[config.mk]
export PLATFORM = sky130hd
export DESIGN_NAME = json_query_body_parser
export DESIGN_NICKNAME = d
export VERILOG_FILES = /design/src/hdl/jqbp_pkg.sv /design/src/hdl/jqbp_core.sv /design/src/hdl/jqbp_out.sv /design/src/hdl/json_query_body_parser.sv
export SDC_FILE = /design/constraint.sdc
export NUM_CORES = 1
export LEC_CHECK = 0
export BUFFER_PORTS_ARGS = -buffer_cell sky130_fd_sc_hd__buf_2
export CAP_MARGIN = 20
export CORE_UTILIZATION = 59
export CTS_BUF_LIST = sky130_fd_sc_hd__clkbuf_4
export DETAILED_ROUTE_END_ITERATION = 10
export PLACE_DENSITY = 0.79
export SLEW_MARGIN = 5
export SYNTH_ARGS = -nofsm -noshare
export SYNTH_HDL_FRONTEND = slang
export SYNTH_SLANG_ARGS = --single-unit
export TNS_END_PERCENT = 5
[constraint.sdc]
create_clock -name aclk -period 7.9 [get_ports aclk]
set_input_delay 0.79 -clock aclk [delete_from_list [all_inputs] [get_ports aclk]]
set_output_delay 0.79 -clock aclk [all_outputs]
set_load 0.01 [all_outputs]
[src/hdl/jqbp_pkg.sv]
`timescale 1ns / 1ps
`default_nettype none
// ----------------------------------------------------------------------------
// jqbp_pkg
// shared types and constants of the json query body parser
// ----------------------------------------------------------------------------
package jqbp_pkg;

    typedef enum logic [3:0] {
        PH_OPEN         = 4'd0,
        PH_KEY_OR_CLOSE = 4'd1,
        PH_STR          = 4'd2,
        PH_COLON        = 4'd3,
        PH_VALUE        = 4'd4,
        PH_NEST         = 4'd5,
        PH_LIT          = 4'd6,
        PH_AFTER        = 4'd7,
        PH_DONE         = 4'd8
    } phase_t;

    typedef enum logic [1:0] {
        ROLE_KEY    = 2'd0,
        ROLE_VALUE  = 2'd1,
        ROLE_SKIP   = 2'd2,
        ROLE_NESTED = 2'd3
    } role_t;

    localparam logic [1:0] KIND_START  = 2'd0;
    localparam logic [1:0] KIND_BYTE   = 2'd1;
    localparam logic [1:0] KIND_STATUS = 2'd2;

    localparam logic [1:0] ST_OK      = 2'd0;
    localparam logic [1:0] ST_BAD     = 2'd1;
    localparam logic [1:0] ST_UNSUPP  = 2'd2;

    // result word handed from the parser core to the output register
    typedef struct packed {
        logic       valid;
        logic [1:0] kind;
        logic       target;
        logic [7:0] data;
        logic [1:0] status;
    } result_t;

    function automatic logic is_ws(input logic [7:0] c);
        return (c == 8'h20) || (c >= 8'h09 && c <= 8'h0D);
    endfunction

    function automatic logic [7:0] name_sql(input logic [3:0] i);
        case (i)
            4'd0:    return 8'h73;
            4'd1:    return 8'h71;
            4'd2:    return 8'h6C;
            default: return 8'h00;
        endcase
    endfunction

    function automatic logic [7:0] name_rid(input logic [3:0] i);
        case (i)
            4'd0:    return 8'h72;
            4'd1:    return 8'h65;
            4'd2:    return 8'h71;
            4'd3:    return 8'h75;
            4'd4:    return 8'h65;
            4'd5:    return 8'h73;
            4'd6:    return 8'h74;
            4'd7:    return 8'h5F;
            4'd8:    return 8'h69;
            4'd9:    return 8'h64;
            default: return 8'h00;
        endcase
    endfunction

endpackage
`default_nettype wire

[src/hdl/jqbp_core.sv]
`timescale 1ns / 1ps
`default_nettype none
// ----------------------------------------------------------------------------
// jqbp_core
// parser state and next-state logic, one body byte per step
// ----------------------------------------------------------------------------
module jqbp_core #(
    parameter int MAX_DEPTH = 64,
    parameter int DW        = 7
) (
    input  wire                 aclk,
    input  wire                 aresetn,
    input  wire                 step,
    input  wire  [7:0]          body_byte,
    input  wire                 body_end,
    input  wire                 media_is_json,
    output jqbp_pkg::result_t   res
);

    localparam logic [DW-1:0] DEPTH_MAX = DW'(MAX_DEPTH);

    jqbp_pkg::phase_t phase_reg, phase_next;
    logic [2:0]    esc_reg, esc_next;
    logic          hz_reg, hz_next;
    logic [7:0]    hl_reg, hl_next;
    jqbp_pkg::role_t role_reg, role_next;
    logic [3:0]    kpos_reg, kpos_next;
    logic          ksql_reg, ksql_next, krid_reg, krid_next;
    logic [DW-1:0] depth_reg, depth_next;
    logic          comma_reg, comma_next, fail_reg, fail_next;
    logic          seen_reg, seen_next, inq_reg, inq_next;
    logic          semi_reg, semi_next, cont_reg, cont_next, tail_reg, tail_next;

    // string byte decode results
    logic       s_fail, s_dec, s_close;
    logic [7:0] s_d;
    logic [3:0] hexv;
    logic       hexok;
    logic [7:0] hl_shift;

    logic       got;
    logic [1:0] g_kind;
    logic       g_target;
    logic [7:0] g_data;
    logic       bad;

    always_comb begin
        hexok = 1'b1;
        hexv  = 4'd0;
        if (body_byte >= 8'h30 && body_byte <= 8'h39) begin
            hexv = 4'(body_byte - 8'h30);
        end else if (body_byte >= 8'h61 && body_byte <= 8'h66) begin
            hexv = 4'(body_byte - 8'h57);
        end else if (body_byte >= 8'h41 && body_byte <= 8'h46) begin
            hexv = 4'(body_byte - 8'h37);
        end else begin
            hexok = 1'b0;
        end
    end

    always_comb begin
        phase_next = phase_reg;
        esc_next   = esc_reg;
        hz_next    = hz_reg;
        hl_next    = hl_reg;
        role_next  = role_reg;
        kpos_next  = kpos_reg;
        ksql_next  = ksql_reg;
        krid_next  = krid_reg;
        depth_next = depth_reg;
        comma_next = comma_reg;
        fail_next  = fail_reg;
        seen_next  = seen_reg;
        inq_next   = inq_reg;
        semi_next  = semi_reg;
        cont_next  = cont_reg;
        tail_next  = tail_reg;
        s_fail = 1'b0; s_dec = 1'b0; s_close = 1'b0; s_d = 8'd0;
        hl_shift = {hl_reg[3:0], hexv};
        got = 1'b0; g_kind = jqbp_pkg::KIND_START; g_target = 1'b0; g_data = 8'd0;

        // string byte decoder
        if (esc_reg == 3'd0) begin
            if (body_byte == 8'h22) s_close = 1'b1;
            else if (body_byte < 8'h20) s_fail = 1'b1;
            else if (body_byte == 8'h5C) esc_next = 3'd1;
            else begin s_dec = 1'b1; s_d = body_byte; end
        end else if (esc_reg == 3'd1) begin
            esc_next = 3'd0;
            s_dec = 1'b1;
            case (body_byte)
                8'h22: s_d = 8'h22;
                8'h5C: s_d = 8'h5C;
                8'h2F: s_d = 8'h2F;
                8'h62: s_d = 8'h08;
                8'h66: s_d = 8'h0C;
                8'h6E: s_d = 8'h0A;
                8'h72: s_d = 8'h0D;
                8'h74: s_d = 8'h09;
                8'h75: begin
                    s_dec = 1'b0; esc_next = 3'd2; hz_next = 1'b1; hl_next = 8'd0;
                end
                default: begin s_dec = 1'b0; s_fail = 1'b1; end
            endcase
        end else begin
            if (!hexok) s_fail = 1'b1;
            else begin
                if (esc_reg <= 3'd3) begin
                    if (hexv != 4'd0) hz_next = 1'b0;
                end else begin
                    hl_next = hl_shift;
                end
                if (esc_reg >= 3'd5) begin
                    esc_next = 3'd0;
                    s_dec = 1'b1;
                    s_d = (hz_reg && hl_shift != 8'd0 && !hl_shift[7]) ? hl_shift : 8'h3F;
                end else begin
                    esc_next = esc_reg + 3'd1;
                end
            end
        end
        // decoder state only commits in the string phase
        if (phase_reg != jqbp_pkg::PH_STR) begin
            esc_next = esc_reg; hz_next = hz_reg; hl_next = hl_reg;
        end

        if (!fail_reg) begin
            if (body_byte == 8'd0) begin
                if (!body_end) fail_next = 1'b1;
            end else begin
                unique case (phase_reg)
                    jqbp_pkg::PH_OPEN: begin
                        if (!jqbp_pkg::is_ws(body_byte)) begin
                            if (body_byte == 8'h7B) begin
                                phase_next = jqbp_pkg::PH_KEY_OR_CLOSE;
                                comma_next = 1'b0;
                            end else fail_next = 1'b1;
                        end
                    end
                    jqbp_pkg::PH_KEY_OR_CLOSE: begin
                        if (!jqbp_pkg::is_ws(body_byte)) begin
                            if (body_byte == 8'h7D && !comma_reg) begin
                                phase_next = jqbp_pkg::PH_DONE;
                            end else if (body_byte == 8'h22) begin
                                comma_next = 1'b0;
                                role_next  = jqbp_pkg::ROLE_KEY;
                                kpos_next  = 4'd0;
                                ksql_next  = 1'b1;
                                krid_next  = 1'b1;
                                esc_next   = 3'd0;
                                phase_next = jqbp_pkg::PH_STR;
                            end else fail_next = 1'b1;
                        end
                    end
                    jqbp_pkg::PH_STR: begin
                        if (s_fail) fail_next = 1'b1;
                        else if (s_close) begin
                            case (role_reg)
                                jqbp_pkg::ROLE_KEY: begin
                                    if (kpos_reg != 4'd3) ksql_next = 1'b0;
                                    if (kpos_reg != 4'd10) krid_next = 1'b0;
                                    phase_next = jqbp_pkg::PH_COLON;
                                end
                                jqbp_pkg::ROLE_NESTED: phase_next = jqbp_pkg::PH_NEST;
                                default: phase_next = jqbp_pkg::PH_AFTER;
                            endcase
                        end else if (s_dec) begin
                            if (role_reg == jqbp_pkg::ROLE_KEY) begin
                                if (!(kpos_reg < 4'd3 && s_d == jqbp_pkg::name_sql(kpos_reg)))
                                    ksql_next = 1'b0;
                                if (!(kpos_reg < 4'd10 && s_d == jqbp_pkg::name_rid(kpos_reg)))
                                    krid_next = 1'b0;
                                if (kpos_reg < 4'd15) kpos_next = kpos_reg + 4'd1;
                            end else if (role_reg == jqbp_pkg::ROLE_VALUE) begin
                                got = 1'b1;
                                g_kind = jqbp_pkg::KIND_BYTE;
                                g_target = krid_reg;
                                g_data = s_d;
                                if (!krid_reg) begin
                                    if (semi_reg) begin
                                        if (!jqbp_pkg::is_ws(s_d)) tail_next = 1'b1;
                                    end else if (s_d == 8'h27) inq_next = ~inq_reg;
                                    else if (!inq_reg && s_d == 8'h3B) semi_next = 1'b1;
                                    else if (!jqbp_pkg::is_ws(s_d)) cont_next = 1'b1;
                                end
                            end
                        end
                    end
                    jqbp_pkg::PH_COLON: begin
                        if (!jqbp_pkg::is_ws(body_byte)) begin
                            if (body_byte == 8'h3A) phase_next = jqbp_pkg::PH_VALUE;
                            else fail_next = 1'b1;
                        end
                    end
                    jqbp_pkg::PH_VALUE: begin
                        if (!jqbp_pkg::is_ws(body_byte)) begin
                            esc_next = 3'd0;
                            if (ksql_reg || krid_reg) begin
                                if (body_byte != 8'h22) fail_next = 1'b1;
                                else begin
                                    role_next  = jqbp_pkg::ROLE_VALUE;
                                    phase_next = jqbp_pkg::PH_STR;
                                    got = 1'b1;
                                    g_kind = jqbp_pkg::KIND_START;
                                    g_target = krid_reg;
                                    if (!krid_reg) begin
                                        seen_next = 1'b1; inq_next = 1'b0;
                                        semi_next = 1'b0; cont_next = 1'b0;
                                        tail_next = 1'b0;
                                    end
                                end
                            end else if (body_byte == 8'h22) begin
                                role_next  = jqbp_pkg::ROLE_SKIP;
                                phase_next = jqbp_pkg::PH_STR;
                            end else if (body_byte == 8'h7B || body_byte == 8'h5B) begin
                                depth_next = DW'(1);
                                phase_next = jqbp_pkg::PH_NEST;
                            end else if (body_byte == 8'h2C || body_byte == 8'h7D
                                         || body_byte == 8'h5D) begin
                                fail_next = 1'b1;
                            end else phase_next = jqbp_pkg::PH_LIT;
                        end
                    end
                    jqbp_pkg::PH_NEST: begin
                        if (body_byte == 8'h22) begin
                            role_next = jqbp_pkg::ROLE_NESTED;
                            esc_next = 3'd0;
                            phase_next = jqbp_pkg::PH_STR;
                        end else if (body_byte == 8'h7B || body_byte == 8'h5B) begin
                            if (depth_reg >= DEPTH_MAX) fail_next = 1'b1;
                            else depth_next = depth_reg + DW'(1);
                        end else if (body_byte == 8'h7D || body_byte == 8'h5D) begin
                            if (depth_reg <= DW'(1)) begin
                                depth_next = '0;
                                phase_next = jqbp_pkg::PH_AFTER;
                            end else depth_next = depth_reg - DW'(1);
                        end
                    end
                    jqbp_pkg::PH_LIT, jqbp_pkg::PH_AFTER: begin
                        if (phase_reg == jqbp_pkg::PH_AFTER || jqbp_pkg::is_ws(body_byte)
                            || body_byte == 8'h2C || body_byte == 8'h7D
                            || body_byte == 8'h5D) begin
                            phase_next = jqbp_pkg::PH_AFTER;
                            if (jqbp_pkg::is_ws(body_byte)) begin
                            end else if (body_byte == 8'h2C) begin
                                comma_next = 1'b1;
                                phase_next = jqbp_pkg::PH_KEY_OR_CLOSE;
                            end else if (body_byte == 8'h7D) begin
                                phase_next = jqbp_pkg::PH_DONE;
                            end else fail_next = 1'b1;
                        end
                    end
                    jqbp_pkg::PH_DONE: begin
                        if (!jqbp_pkg::is_ws(body_byte)) fail_next = 1'b1;
                    end
                    default: fail_next = 1'b1;
                endcase
            end
        end else begin
            esc_next = esc_reg; hz_next = hz_reg; hl_next = hl_reg;
        end

        bad = fail_next || phase_next != jqbp_pkg::PH_DONE || !seen_next || inq_next
              || !cont_next || (semi_next && tail_next);

        res = '0;
        if (body_end) begin
            res.valid  = 1'b1;
            res.kind   = jqbp_pkg::KIND_STATUS;
            res.status = !media_is_json ? jqbp_pkg::ST_UNSUPP
                       : (bad ? jqbp_pkg::ST_BAD : jqbp_pkg::ST_OK);
        end else if (got && !fail_next) begin
            res.valid  = 1'b1;
            res.kind   = g_kind;
            res.target = g_target;
            res.data   = g_data;
        end
    end

    always_ff @(posedge aclk) begin
        if (!aresetn || (step && body_end)) begin
            phase_reg <= jqbp_pkg::PH_OPEN;
            esc_reg   <= 3'd0;
            hz_reg    <= 1'b1;
            hl_reg    <= 8'd0;
            role_reg  <= jqbp_pkg::ROLE_KEY;
            kpos_reg  <= 4'd0;
            ksql_reg  <= 1'b1;
            krid_reg  <= 1'b1;
            depth_reg <= '0;
            comma_reg <= 1'b0;
            fail_reg  <= 1'b0;
            seen_reg  <= 1'b0;
            inq_reg   <= 1'b0;
            semi_reg  <= 1'b0;
            cont_reg  <= 1'b0;
            tail_reg  <= 1'b0;
        end else if (step) begin
            phase_reg <= phase_next;
            esc_reg   <= esc_next;
            hz_reg    <= hz_next;
            hl_reg    <= hl_next;
            role_reg  <= role_next;
            kpos_reg  <= kpos_next;
            ksql_reg  <= ksql_next;
            krid_reg  <= krid_next;
            depth_reg <= depth_next;
            comma_reg <= comma_next;
            fail_reg  <= fail_next;
            seen_reg  <= seen_next;
            inq_reg   <= inq_next;
            semi_reg  <= semi_next;
            cont_reg  <= cont_next;
            tail_reg  <= tail_next;
        end
    end

endmodule
`default_nettype wire

[src/hdl/jqbp_out.sv]
`timescale 1ns / 1ps
`default_nettype none
// ----------------------------------------------------------------------------
// jqbp_out
// two-entry output buffer, full rate with registered ready
// ----------------------------------------------------------------------------
module jqbp_out (
    input  wire                 aclk,
    input  wire                 aresetn,
    input  wire                 in_valid,
    input  jqbp_pkg::result_t   in_res,
    output logic                in_ready,
    output logic                out_valid,
    output jqbp_pkg::result_t   out_res,
    input  wire                 out_ready
);

    jqbp_pkg::result_t main_reg, skid_reg;
    logic main_v_reg, skid_v_reg;

    assign in_ready  = !skid_v_reg;
    assign out_valid = main_v_reg;
    assign out_res   = main_reg;

    always_ff @(posedge aclk) begin
        if (!aresetn) begin
            main_v_reg <= 1'b0;
            skid_v_reg <= 1'b0;
        end else begin
            if (!main_v_reg || out_ready) begin
                if (skid_v_reg) begin
                    main_v_reg <= 1'b1;
                    skid_v_reg <= 1'b0;
                end else begin
                    main_v_reg <= in_valid;
                end
            end else if (in_valid && !skid_v_reg) begin
                skid_v_reg <= 1'b1;
            end
        end
    end

    always_ff @(posedge aclk) begin
        if (!main_v_reg || out_ready) begin
            main_reg <= skid_v_reg ? skid_reg : in_res;
        end
        if (!skid_v_reg) skid_reg <= in_res;
    end

endmodule
`default_nettype wire

[src/hdl/json_query_body_parser.sv]
`timescale 1ns / 1ps
`default_nettype none
// ----------------------------------------------------------------------------
// json_query_body_parser
// checks a request body as one json object and streams the sql and
// request id values, then a final status word
// ----------------------------------------------------------------------------
// channel | dir | tdata (low bit up)                 | tuser / tlast
// s_      | in  | body_byte[7:0]                     | tuser media_is_json, tlast body_end
// m_      | out | value_target, value_data, status   | tuser result_kind[1:0]
//
// one body word per cycle while s_tready is high; the parser step is a single pass of logic
// between the parser state registers and a two-entry output buffer
// a result word reaches m_ from the output buffer's main register, passing through its skid register first if m_ stalls
// reset (aresetn low, synchronous) returns to "expect opening brace"
// a stalled output holds the result and deasserts s_tready once the
// buffer is full, so no word is lost
// ----------------------------------------------------------------------------
module json_query_body_parser #(
    parameter int MAX_DEPTH = 64
) (
    input  wire         aclk,
    input  wire         aresetn,
    input  wire         s_tvalid,
    output logic        s_tready,
    input  wire  [7:0]  s_tdata,   // body_byte
    input  wire         s_tuser,   // media_is_json
    input  wire         s_tlast,   // body_end
    output logic        m_tvalid,
    input  wire         m_tready,
    output logic [15:0] m_tdata,   // value_target, value_data[8:1], parse_status[10:9]
    output logic [1:0]  m_tuser    // result_kind
);

    // depth counter holds 0..MAX_DEPTH
    localparam int DW = $clog2(MAX_DEPTH + 1);

    jqbp_pkg::result_t core_res, buf_res;
    logic step, buf_valid;

    assign step = s_tvalid && s_tready;

    jqbp_core #(.MAX_DEPTH(MAX_DEPTH), .DW(DW)) u_core (
        .aclk          (aclk),
        .aresetn       (aresetn),
        .step          (step),
        .body_byte     (s_tdata),
        .body_end      (s_tlast),
        .media_is_json (s_tuser),
        .res           (core_res)
    );

    jqbp_out u_out (
        .aclk      (aclk),
        .aresetn   (aresetn),
        .in_valid  (step && core_res.valid),
        .in_res    (core_res),
        .in_ready  (s_tready),
        .out_valid (buf_valid),
        .out_res   (buf_res),
        .out_ready (m_tready)
    );

    assign m_tvalid = buf_valid;
    assign m_tuser  = buf_res.kind;
    assign m_tdata  = {5'd0, buf_res.status, buf_res.data, buf_res.target};

endmodule
`default_nettype wire
* After elaboration in Yosys (flattened, before gate mapping)
Memories as Yosys holds them, arrays and structs flattened. A register that Yosys moved wholly into a read port is not among the register bits. Index checks and enable logic that the tools add are counted.
Storage, ports and cells: register bits 62, bits in read-only memories 112, output and inout bits 20, memories kept 1
Memory list:
- (no name shown) | depth 16, width 7, read ports 1, clocked after Yosys merged registers in 1, write ports 0, RTL line jqbp_pkg.sv:59 | case (i)
Operators by class: add/sub/neg operators 7, magnitude comparators 18, equality and inequality tests 71, mux-type cells 297, bitwise gates (word level) 6, reductions and logical operators 71
Operators by type and width (count):
- 8-bit two-way mux | 30
- 4-bit two-way mux | 42
- 1-bit two-way mux | 163
- 8-bit by 7-bit == test with 1-bit output, second input constant | 11
- 8-bit by 6-bit == test with 1-bit output, second input constant | 8
- 7-bit two-way mux | 9
- 7-bit one-hot mux with 8 select lines | 1
- 3-bit two-way mux | 14
- 2-bit two-way mux | 18
- 4-bit one-hot mux with 7 select lines | 1
- 13-bit AND reduction | 2
- 12-bit AND reduction | 2
- 2-bit != test, second input constant | 11
- 11-bit AND reduction | 2
- 7-bit one-hot mux with 3 select lines | 1
- 2-bit by 1-bit != test with 1-bit output, second input constant | 10
- 1-bit logical OR | 18
- 3-bit != test, second input constant | 6
- 1-bit logical AND | 17
- 4-bit by 3-bit == test with 1-bit output, second input constant | 4
- 8-bit == test | 2
- 8-bit by 4-bit greater-or-equal comparator with 1-bit output, second input constant | 2
- 8-bit by 7-bit greater-or-equal comparator with 1-bit output, second input constant | 2
- 8-bit by 4-bit <= comparator with 1-bit output, second input constant | 2
- 54 further kinds | 92

* Depth between registers and ports, before layout
Gate-level depths: netlist (run 1).
depth in word-level cells 36, mapped depth 13, gate-level depth less buffers 12

* Hierarchy
From an unflattened synthesis (run 1), not the netlist that was laid out.
Unflattened totals: cell total of the unflattened synthesis 649, area, all modules 5195.0 um2
By module, submodules not included:
- jqbp_core | times used 1, cells each 590, area each 4150.2 um2
- jqbp_out | times used 1, cells each 51, area each 991.0 um2
- json_query_body_parser | times used 1, cells each 8, area each 53.8 um2

* Least setup slack after synthesis (run 1)
OpenSTA, ideal clock, no wires.
kind input port to flip-flop, start point in s_tdata[1], end point reg u_out.main_reg, in the netlist u_out.out_res[0], data pin, arrival 3.248 ns, required time 7.629 ns, setup slack 4.381 ns, stages on the path 12, buffers on the path 0, cells stage by stage inv_1 > ha_1 > or3b_1 > and3_1 > a221oi_1 > o211ai_1 > a21boi_0 > a2111o_1 > a211oi_1 > o31ai_1 > nand2_1 > a31oi_1
On the way: cells in the longest elaborated chain, start to end 36, elaborated cells between the ends (all ways) 214
Ends and longest elaborated chain:
- start: declaration | RTL line json_query_body_parser.sv:26 | input wire [7:0] s_tdata,
- 8-bit by 7-bit greater-or-equal comparator with 1-bit output or 8-bit by 7-bit <= comparator with 1-bit output (tied branches) | RTL line jqbp_core.sv:54 | end else if (body_byte >= 8'h41 && body_byte <= 8'h46) begin
- 1-bit logical AND | RTL line jqbp_core.sv:54
- 4-bit two-way mux | RTL line jqbp_core.sv:54
- 4-bit two-way mux | RTL line jqbp_core.sv:52 | end else if (body_byte >= 8'h61 && body_byte <= 8'h66) begin
- 4-bit two-way mux | RTL line jqbp_core.sv:50 | if (body_byte >= 8'h30 && body_byte <= 8'h39) begin
- 8-bit nonzero test | RTL line jqbp_core.sv:116 | s_d = (hz_reg && hl_shift != 8'd0 && !hl_shift[7]) ? hl_shift : 8'h3F;
- 1-bit logical AND (2 in a row) | RTL line jqbp_core.sv:116
- 8-bit two-way mux | RTL line jqbp_core.sv:116
- (+19 left out)
- 1-bit two-way mux | RTL line jqbp_core.sv:127 | if (!fail_reg) begin
- 1-bit zero test | RTL line jqbp_core.sv:264 | || !cont_next || (semi_next && tail_next);
- 1-bit logical OR | RTL line jqbp_core.sv:264
- 1-bit logical OR * | RTL line jqbp_core.sv:264
- 1-bit two-way mux * | RTL line jqbp_core.sv:271 | : (bad ? jqbp_pkg::ST_BAD : jqbp_pkg::ST_OK);
- 2-bit two-way mux * | RTL line jqbp_core.sv:270 | res.status = !media_is_json ? jqbp_pkg::ST_UNSUPP
- 2-bit two-way mux * | RTL line jqbp_core.sv:267 | if (body_end) begin
- 13-bit two-way mux * | RTL line jqbp_out.sv:45 | main_reg <= skid_v_reg ? skid_reg : in_res;
- end signal: assignment | RTL line jqbp_out.sv:45
- end: declaration | RTL line jqbp_out.sv:18 | jqbp_pkg::result_t main_reg, skid_reg;
Every way passes the cells marked *; elsewhere a longest branch is shown, timed or not. A chain may end at the register's enable or synchronous reset.

* Worst setup path after layout (run 1)
start point in s_tdata[0], end point reg u_out.main_reg, in the netlist u_out.out_res[0], data pin
Same word-level chain as after synthesis.

==> results of run 1 <==
[worst max-delay path, stage by stage]
cell and delay [ns]:
buf_2 0.16, inv_1 0.14, ha_1 0.39, or3b_1 0.42, and3_1 0.25, o31ai_1 0.68
a211oi_2 0.08, a211oi_1 0.35, nand4_1 0.18, a211oi_1 0.48, o31ai_1 0.16, nand2_1 0.09
a31oi_1 0.10
[worst paths after layout]
kind / slack [ns] / to / depth (start not counted) / from
min reg2reg: 0.46 / u_out.skid_reg[12] / 2 / u_out.skid_reg[12]
max reg2reg: 4.00 / u_out.out_res[0] / 12 / u_core.esc_reg[0]
min: 0.46 / u_out.skid_reg[12] / 2 / u_out.skid_reg[12]
max: 3.82 / u_out.out_res[0] / 13 / s_tdata[0]
[layout by cell type, fill, tap and decap left out, drive strengths merged, types with 15 or more instances in the layout]
| cell | synthesis | routed |
|---|---|---|
| a21oi | 46 | 46 |
| buf | 14 | 29 |
| dfxtp | 56 | 56 |
| ha | 15 | 15 |
| inv | 21 | 21 |
| nand2 | 79 | 79 |
| nand3 | 23 | 23 |
| nor2 | 60 | 60 |
| nor3 | 26 | 26 |
| o21ai | 40 | 40 |
[logic make-up after synthesis]
family	after synthesis
AO/OA/AOI/OAI	181
XOR/XNOR	17
adder cells (fa/ha/maj)	15
buffers and inverters	53
flip-flops	69
multiplexers	11
other	1
AND/OR/NAND/NOR	281
[power groups by stage]
stage / Sequential, W / Clock (W) / Combinational (W)
final: 0.000374 / 0.000267 / 0.000115
after global routing: 0.000375 / 0.000283 / 0.000126
after CTS: 0.000374 / 0.000267 / 0.000112
after detailed placement: 0.000382 / 0 / 0.000112
after global placement: 0.000382 / 0 / 0.000111
after floorplan: 0.000379 / 0 / 0.0000851
[area by class of cell]
type                            count  share of cell area, %
Sequential cell                    69                   28.9
Timing Repair Buffer               29                   2.83
Clock buffer                       10                   1.44
Inverter                           21                   1.51
Tap cell                          102                   2.44
Clock inverter                      6                   1.68
Multi-Input combinational cell    510                   61.2
[per-stage QoR]
step	cell area, µm²	power [W]	hold slack (ns)	setup WS, ns
2_1_floorplan	4950	0.000464	0.418	4.38
3_3_place_gp	5060	0.000493	0.432	3.63
3_5_place_dp	5060	0.000493	0.435	3.47
4_1_cts	5230	0.000753	0.463	3.92
5_1_grt	5230	0.000784	0.479	3.61
6_report	5230	0.000756	0.459	3.82
[per-layer routing]
metal	wire [µm]	vias to the layer above	global-route usage, %
met5	0	-	0
met4	391	0	13.1
met3	1050	42	6.34
met2	6550	215	55.1
met1	6080	2344	43.4
li1	-	2344	-
==> impl_metrics.tcl, run 1 <==
set metrics [dict create \
    finalHoldViolations 0 \
    wl_per_cell_um 18.8 \
    post-synth-top-area-cell "dfxtp_1" \
    setup_viol 0 \
    totalWireLength_mm 14.1 \
    ioPinCount 34 \
    antenna_left 0 \
    insertion_delay_ns 0.45 \
    tritoncts "built" \
    cts-root-buf "clkbuf_4" \
    multi_input_area_um2 3200 \
    synth.cell_area_um2 4930 \
    viasPerCell 6.62 \
    synth-seq-cells 69 \
    dp_cells 731 \
    first_global_vias 4578 \
    swShare_pct 28.8 \
    drtIter0Drc 440 \
    drtPass1Iterations 6 \
    rsz0062_at_grt "false" \
    setup_tns_ns 0 \
    core_area_um2 7890 \
    fillers 702 \
    fin_skew_ns 0.0110 \
    arrival_ns 4.26 \
    num_antenna_cells 0 \
    seqCellArea_um2 1510 \
    ys_seq_area_share_pct 30.6 \
    synth-xor-area-share_pct 3.02 \
    maxCapViolCount 0 \
    clk_pin_slew_ns 0.11 \
    worst_pin_slew_ns 0.898 \
    slew_viol_final 0 \
    slew-limit-headroom_pct 40.0 \
    start_util_pct 62.5 \
    synthSimpleGateAreaFrac_pct 29.7 \
    die_h_um 93.4 \
    synth_top_area_share_pct 22.7 \
    synth_top_family_by_area "simple AND/OR/NAND/NOR gates" \
    grt_overflow 0 \
    max_freq_mhz 245 \
    final.period_utilization_pct 51.6 \
    status "finished clean" \
    internal-power_w 0.000538 \
    synth-compound-area-share_pct 25.6 \
    power_switching_w 0.000218 \
    async_reset_ff_share_pct 0 \
    grt_pass1_wl_mm 22.8 \
    worstPathMaxFanout 11 \
    io_buffers 28 \
    synth-edff-count 13 \
    cts_resized 0 \
    drc 0 \
    synth_mux_area_share_pct 2.33 \
    fp.dieW_um 93.4 \
    hold_buffers 0 \
    endpoint_kind "flip-flop" \
    num_rows 32 \
    antenna_found_initial 0 \
    dr_total_vias 4945 \
    synth_most_common_cell "nand2_1" \
    synth_flop_cell "dfxtp_1" \
    cts_inserted_buffers 9 \
    pwr-share-clk_pct 35.3 \
    gp_congestion 0.921 \
    synth_fa_ha_area_share_pct 3.81 \
    syn_inst 628 \
    power_leakage_nw 1.91 \
    cp.required_ns 8.09 \
    grt_max_degree 24 \
    worstSetupStartpointType "input pin" \
    min_period_ns 4.08 \
    cts_setup_buffers 0 \
    h-tree-depth 3 \
    crit_type "in2reg" \
    cts.sinks 69 \
    avgSynthCellArea_um2 7.85 \
    postLayoutCoreUtil_pct 66.3 \
    areaGrowthSynthToFinish_pct 5.96 \
    nNetsFinal 669 \
    ys_types 86 \
    power_frac_seq_pct 49.5 \
    pwr_density_cell_nw_per_um2 145 \
    cts_buffer_depth 2 \
    dieArea_um2 8730 \
    grt_usage_pct 33.6 \
    layout.cells.non_filler 747 \
    vdd_drop_max_mv 0.102 \
    ys_top_cells_by_count "nand2_1, nor2_1, dfxtp_1" \
    hp-class "reg2reg" \
    p_comb_share_pct 15.2 \
    drive_above_1_share_pct 11.8 \
    synthTopCellsByArea "dfxtp_1, edfxtp_1, nand2_1" \
    hpwl_mm 10.4 \
    yosys_warnings 0 \
]
(Power assumes the default switching activity.)
==> run 2: changes to the inputs <==
Settings changed: CORE_UTILIZATION 59 to 57, PLACE_DENSITY 0.79 to 0.8.
Clock period 7.9 ns to 3.4 ns, I/O delays scaled along.
==> impl_metrics.tcl, run 2 (synthesis results as in run 1) <==
set metrics [dict create \
    status "finished clean" \
    drive_above_1_share_pct 19.9 \
    grt_max_degree 23 \
    cts.sinks 69 \
    cts_setup_buffers 0 \
    postLayoutCoreUtil_pct 68.9 \
    rsz0062_at_grt "false" \
    pwr-share-clk_pct 36.1 \
    endpoint_kind "flip-flop" \
    slowest_delay_ns 0.48 \
    die_h_um 95.0 \
    nNetsFinal 732 \
    grt_overflow 0 \
    final_common_cell "nand2_1" \
    cts_buffer_depth 2 \
    totalWireLength_mm 15.4 \
    num_antenna_cells 0 \
    crit_type "reg2reg" \
    fin_skew_ns 0.0199 \
    swShare_pct 30.6 \
    fp.dieW_um 95.0 \
    clk_pin_slew_ns 0.14 \
    cts_inserted_buffers 9 \
    slew-limit-headroom_pct 54.4 \
    pwr_density_cell_nw_per_um2 322 \
    grt_pass1_wl_mm 24.7 \
    areaGrowthSynthToFinish_pct 15.9 \
    power_frac_seq_pct 47.1 \
    ioPinCount 34 \
    max_freq_mhz 317 \
    hp-class "in2reg" \
    core_area_um2 8300 \
    critPathBufInv 2 \
    first_global_vias 4993 \
    worst_pin_slew_ns 0.683 \
    wl_per_cell_um 19.0 \
    cp_slowest_cell "or4_4" \
    cp_top_family "simple AND/OR/NAND/NOR gates" \
    layout_common_cells "nand2_1, buf_4, nor2_1" \
    worstPathMaxFanout 7 \
    cp_cell_sequence "inv_1 > ha_1 > nor2b_1 > nand2b_1 > nor3_2 > buf_4 > a221o_1 > nand2b_1 > or4_4 > nor3_2 > o21a_1 > nand2_1 > a31oi_1" \
    rrSetupSlack_ns 0.24 \
    min_period_ns 3.16 \
    num_rows 33 \
    internal-power_w 0.00128 \
    viasPerCell 6.54 \
    final.period_utilization_pct 92.9 \
    cp.required_ns 3.69 \
    drtIter0Drc 515 \
    arrival_ns 3.44 \
    hpwl_mm 11.8 \
    setup_viol 0 \
    tritoncts "built" \
    finalHoldViolations 0 \
    drtPass1Iterations 5 \
    dr_total_vias 5316 \
    power_leakage_nw 2.22 \
    gp_congestion 0.953 \
    start_util_pct 59.4 \
    fillers 690 \
    grt_usage_pct 35.7 \
    maxCapViolCount 0 \
    io_buffers 28 \
    power_switching_w 0.000563 \
    holdWs_ns 0.131 \
    vdd_drop_max_mv 0.186 \
    antenna_left 0 \
    antenna_found_initial 0 \
    insertion_delay_ns 0.46 \
    slew_viol_final 0 \
    power_w 0.00184 \
    drc 0 \
    dieArea_um2 9030 \
    h-tree-depth 3 \
    worstSetupStartpointType "flip-flop" \
    cts-root-buf "clkbuf_4" \
    p_comb_share_pct 16.8 \
]
[run 2: cell count changes in the layout (fill, tap and decap cells not counted), sizes merged]
cell and delta:
clkinvlp +1, buf +63, clkbuf -1, inv +4
clkinv -4
[run 2: final timing paths]
path                       from            endpoint  cells after the start
max           u_core.esc_reg[0]    u_out.out_res[0]                     13
min                     s_tuser   u_out.skid_reg[1]                      2
max reg2reg   u_core.esc_reg[0]    u_out.out_res[0]                     13
min reg2reg  u_out.skid_reg[11]  u_out.skid_reg[11]                      2
[run 2: repair_timing]
item | CTS | global route
resized for setup | 0 | 2
hold buffers | 0 | 0
setup endpoints to repair | 0 | 1
[run 2: area by class of cell]
type                    instances  area (µm²)  area share, %
multi-input cells             510        3200           56.0
flip-flops and latches         69        1510           26.5
repair buffers                 92         621           10.9
well taps                     105         131           2.30
clock inverters                 7         103           1.79
inverters                      21        78.8           1.38
clock buffers                   9        67.6           1.18
[run 2: metrics by stage]
step / cells / instance area, µm² / worst slack, ns / TNS, ns
global placement: 797 / 5540 / -0.0204 / -0.0204
detailed placement: 797 / 5540 / -0.0919 / -0.0919
global route: 813 / 5720 / 0.0520 / 0
CTS: 813 / 5710 / 0.161 / 0
finish: 813 / 5720 / 0.242 / 0
floorplan: 632 / 4950 / 0.331 / 0
[run 2: per-layer routing]
| layer | wire length, µm | track usage [%] | vias up | share of wire (%) |
|---|---|---|---|---|
| met5 | 0 | 0 | - | 0 |
| met4 | 413 | 14.0 | 0 | 2.7 |
| met3 | 1320 | 6.06 | 43 | 8.5 |
| met2 | 7110 | 58.0 | 309 | 46 |
| met1 | 6590 | 46.9 | 2489 | 43 |
| li1 | - | - | 2475 | - |
[run 2: power groups by stage]
stage / clock network (W) / logic, W / registers (W)
CTS: 0.000663 / 0.000300 / 0.000867
finish: 0.000665 / 0.000309 / 0.000868
global placement: 0 / 0.000292 / 0.000884
floorplan: 0 / 0.000198 / 0.000881
global route: 0.000695 / 0.000333 / 0.000870
detailed placement: 0 / 0.000298 / 0.000885
==> run 3: changes to the inputs <==
Settings changed: REMOVE_ABC_BUFFERS from default to 1.
==> impl_metrics.tcl, run 3 (synthesis results as in run 1) <==
set metrics [dict create \
    hp-class "in2reg" \
    vdd_drop_max_mv 0.197 \
    setup_viol 0 \
    status "finished clean" \
    placed_area_um2 5470 \
    setup_ws_ns 0.240 \
    pre_cts_ws_ns -0.0181 \
    final_common_cell "nand2_1" \
    crit_type "reg2reg" \
    core_area_um2 8300 \
    cp.required_ns 3.65 \
    drtIter0Drc 710 \
    die_h_um 95.0 \
    slew-limit-headroom_pct 43.1 \
    dr_total_vias 5385 \
    num_antenna_cells 0 \
    antenna_left 0 \
    cp-endpoint "u_out.out_res[0]" \
    tritoncts "built" \
    fin_skew_ns 0.0122 \
    slowest_delay_ns 0.38 \
    grt_overflow 0 \
    dp_cells 787 \
    dieArea_um2 9030 \
    drive_above_1_share_pct 19.1 \
    cp.depth 12 \
    final.period_utilization_pct 93.0 \
    holdWs_ns 0.178 \
    cp_slowest_cell "a2bb2oi_1" \
    h-tree-depth 3 \
    slew_viol_final 0 \
    regToRegStartpoint "u_core.esc_reg[1]" \
    worst_pin_slew_ns 0.845 \
    finalHoldViolations 0 \
    wl_per_cell_um 19.9 \
    areaGrowthSynthToFinish_pct 14.5 \
    grt_usage_pct 36.3 \
    drtPass1Iterations 6 \
    io_buffers 28 \
    start_util_pct 59.4 \
    drc 0 \
    endpoint_kind "flip-flop" \
    hpwl_mm 11.9 \
    cts_resized 0 \
    ff2ff_path_depth 12 \
    worstSetupStartpointType "flip-flop" \
    totalWireLength_mm 16.0 \
    clk_pin_slew_ns 0.14 \
    fp.dieW_um 95.0 \
    arrival_ns 3.41 \
    cts_setup_buffers 0 \
    worstPathMaxFanout 10 \
    max_freq_mhz 316 \
    worstSetupStartpoint "u_core.esc_reg[1]" \
    viasPerCell 6.71 \
    gp_congestion 0.910 \
    first_global_vias 5066 \
    cts_inserted_buffers 9 \
    power_leakage_nw 2.17 \
    final_area_um2 5650 \
    antenna_found_initial 0 \
    min_period_ns 3.16 \
    insertion_delay_ns 0.42 \
    cts.sinks 69 \
    hold_buffers 0 \
    grt_max_degree 21 \
    timing.rr.end "u_out.out_res[0]" \
    rrSetupSlack_ns 0.24 \
    power_w 0.00183 \
    cts_buffer_depth 2 \
    cts-root-buf "clkbuf_4" \
    cp_top_family "compound AO/OA/AOI/OAI gates" \
    num_rows 33 \
    grt_pass1_wl_mm 25.0 \
    ioPinCount 34 \
    maxCapViolCount 0 \
    rsz0062_at_grt "false" \
    nNetsFinal 722 \
    pwr_density_cell_nw_per_um2 324 \
    critPathBufInv 3 \
    layout.cells.non_filler 803 \
    layout_common_cells "nand2_1, nor2_1, dfxtp_1" \
    cp_cell_sequence "inv_1 > ha_1 > nor2b_1 > buf_4 > o31ai_1 > buf_4 > a2bb2oi_1 > o2111ai_1 > or2_2 > o31ai_1 > nand2_1 > a31oi_1" \
]
-- run 3: final cells by class --
cell class	instances	area, µm²
Timing Repair Buffer	82	546
Clock inverter	7	98.8
Fill cell	698	2650
Tap cell	105	131
Multi-Input combinational cell	510	3210
Clock buffer	9	67.6
Inverter	21	78.8
Sequential cell	69	1510
-- run 3: through the flow --
step	utilization, %	TNS [ns]
2_1_floorplan	-	0
3_3_place_gp	65.9	0
3_5_place_dp	65.9	-0.0181
4_1_cts	67.9	0
5_1_grt	68.1	0
6_report	68.1	0
-- run 3: routing by layer --
layer	routed length [µm]	GRT usage (%)	up-vias
met5	0	0	-
met1	6400	46.5	2532
li1	-	-	2445
met3	1560	6.38	52
met4	587	17.6	0
met2	7430	58.9	356
-- run 3: worst min-delay path by stage --
stage / start / end / slack (ns) / cells after the start
6_report: aresetn / u_out.out_valid / 0.18 / 2
5_1_grt: aresetn / u_out.out_valid / 0.17 / 2
4_1_cts: aresetn / u_out.out_valid / 0.17 / 2
3_5_place_dp: u_out.skid_reg[12] / u_out.skid_reg[12] / 0.45 / 2
3_3_place_gp: u_out.skid_reg[12] / u_out.skid_reg[12] / 0.43 / 2
2_1_floorplan: u_out.skid_reg[12] / u_out.skid_reg[12] / 0.42 / 2
-- run 3: report_power, final --
group          internal (W)  switching, W
combinational      0.000122      0.000196
sequential         0.000851     0.0000165
clock              0.000302      0.000343
total               0.00127      0.000556
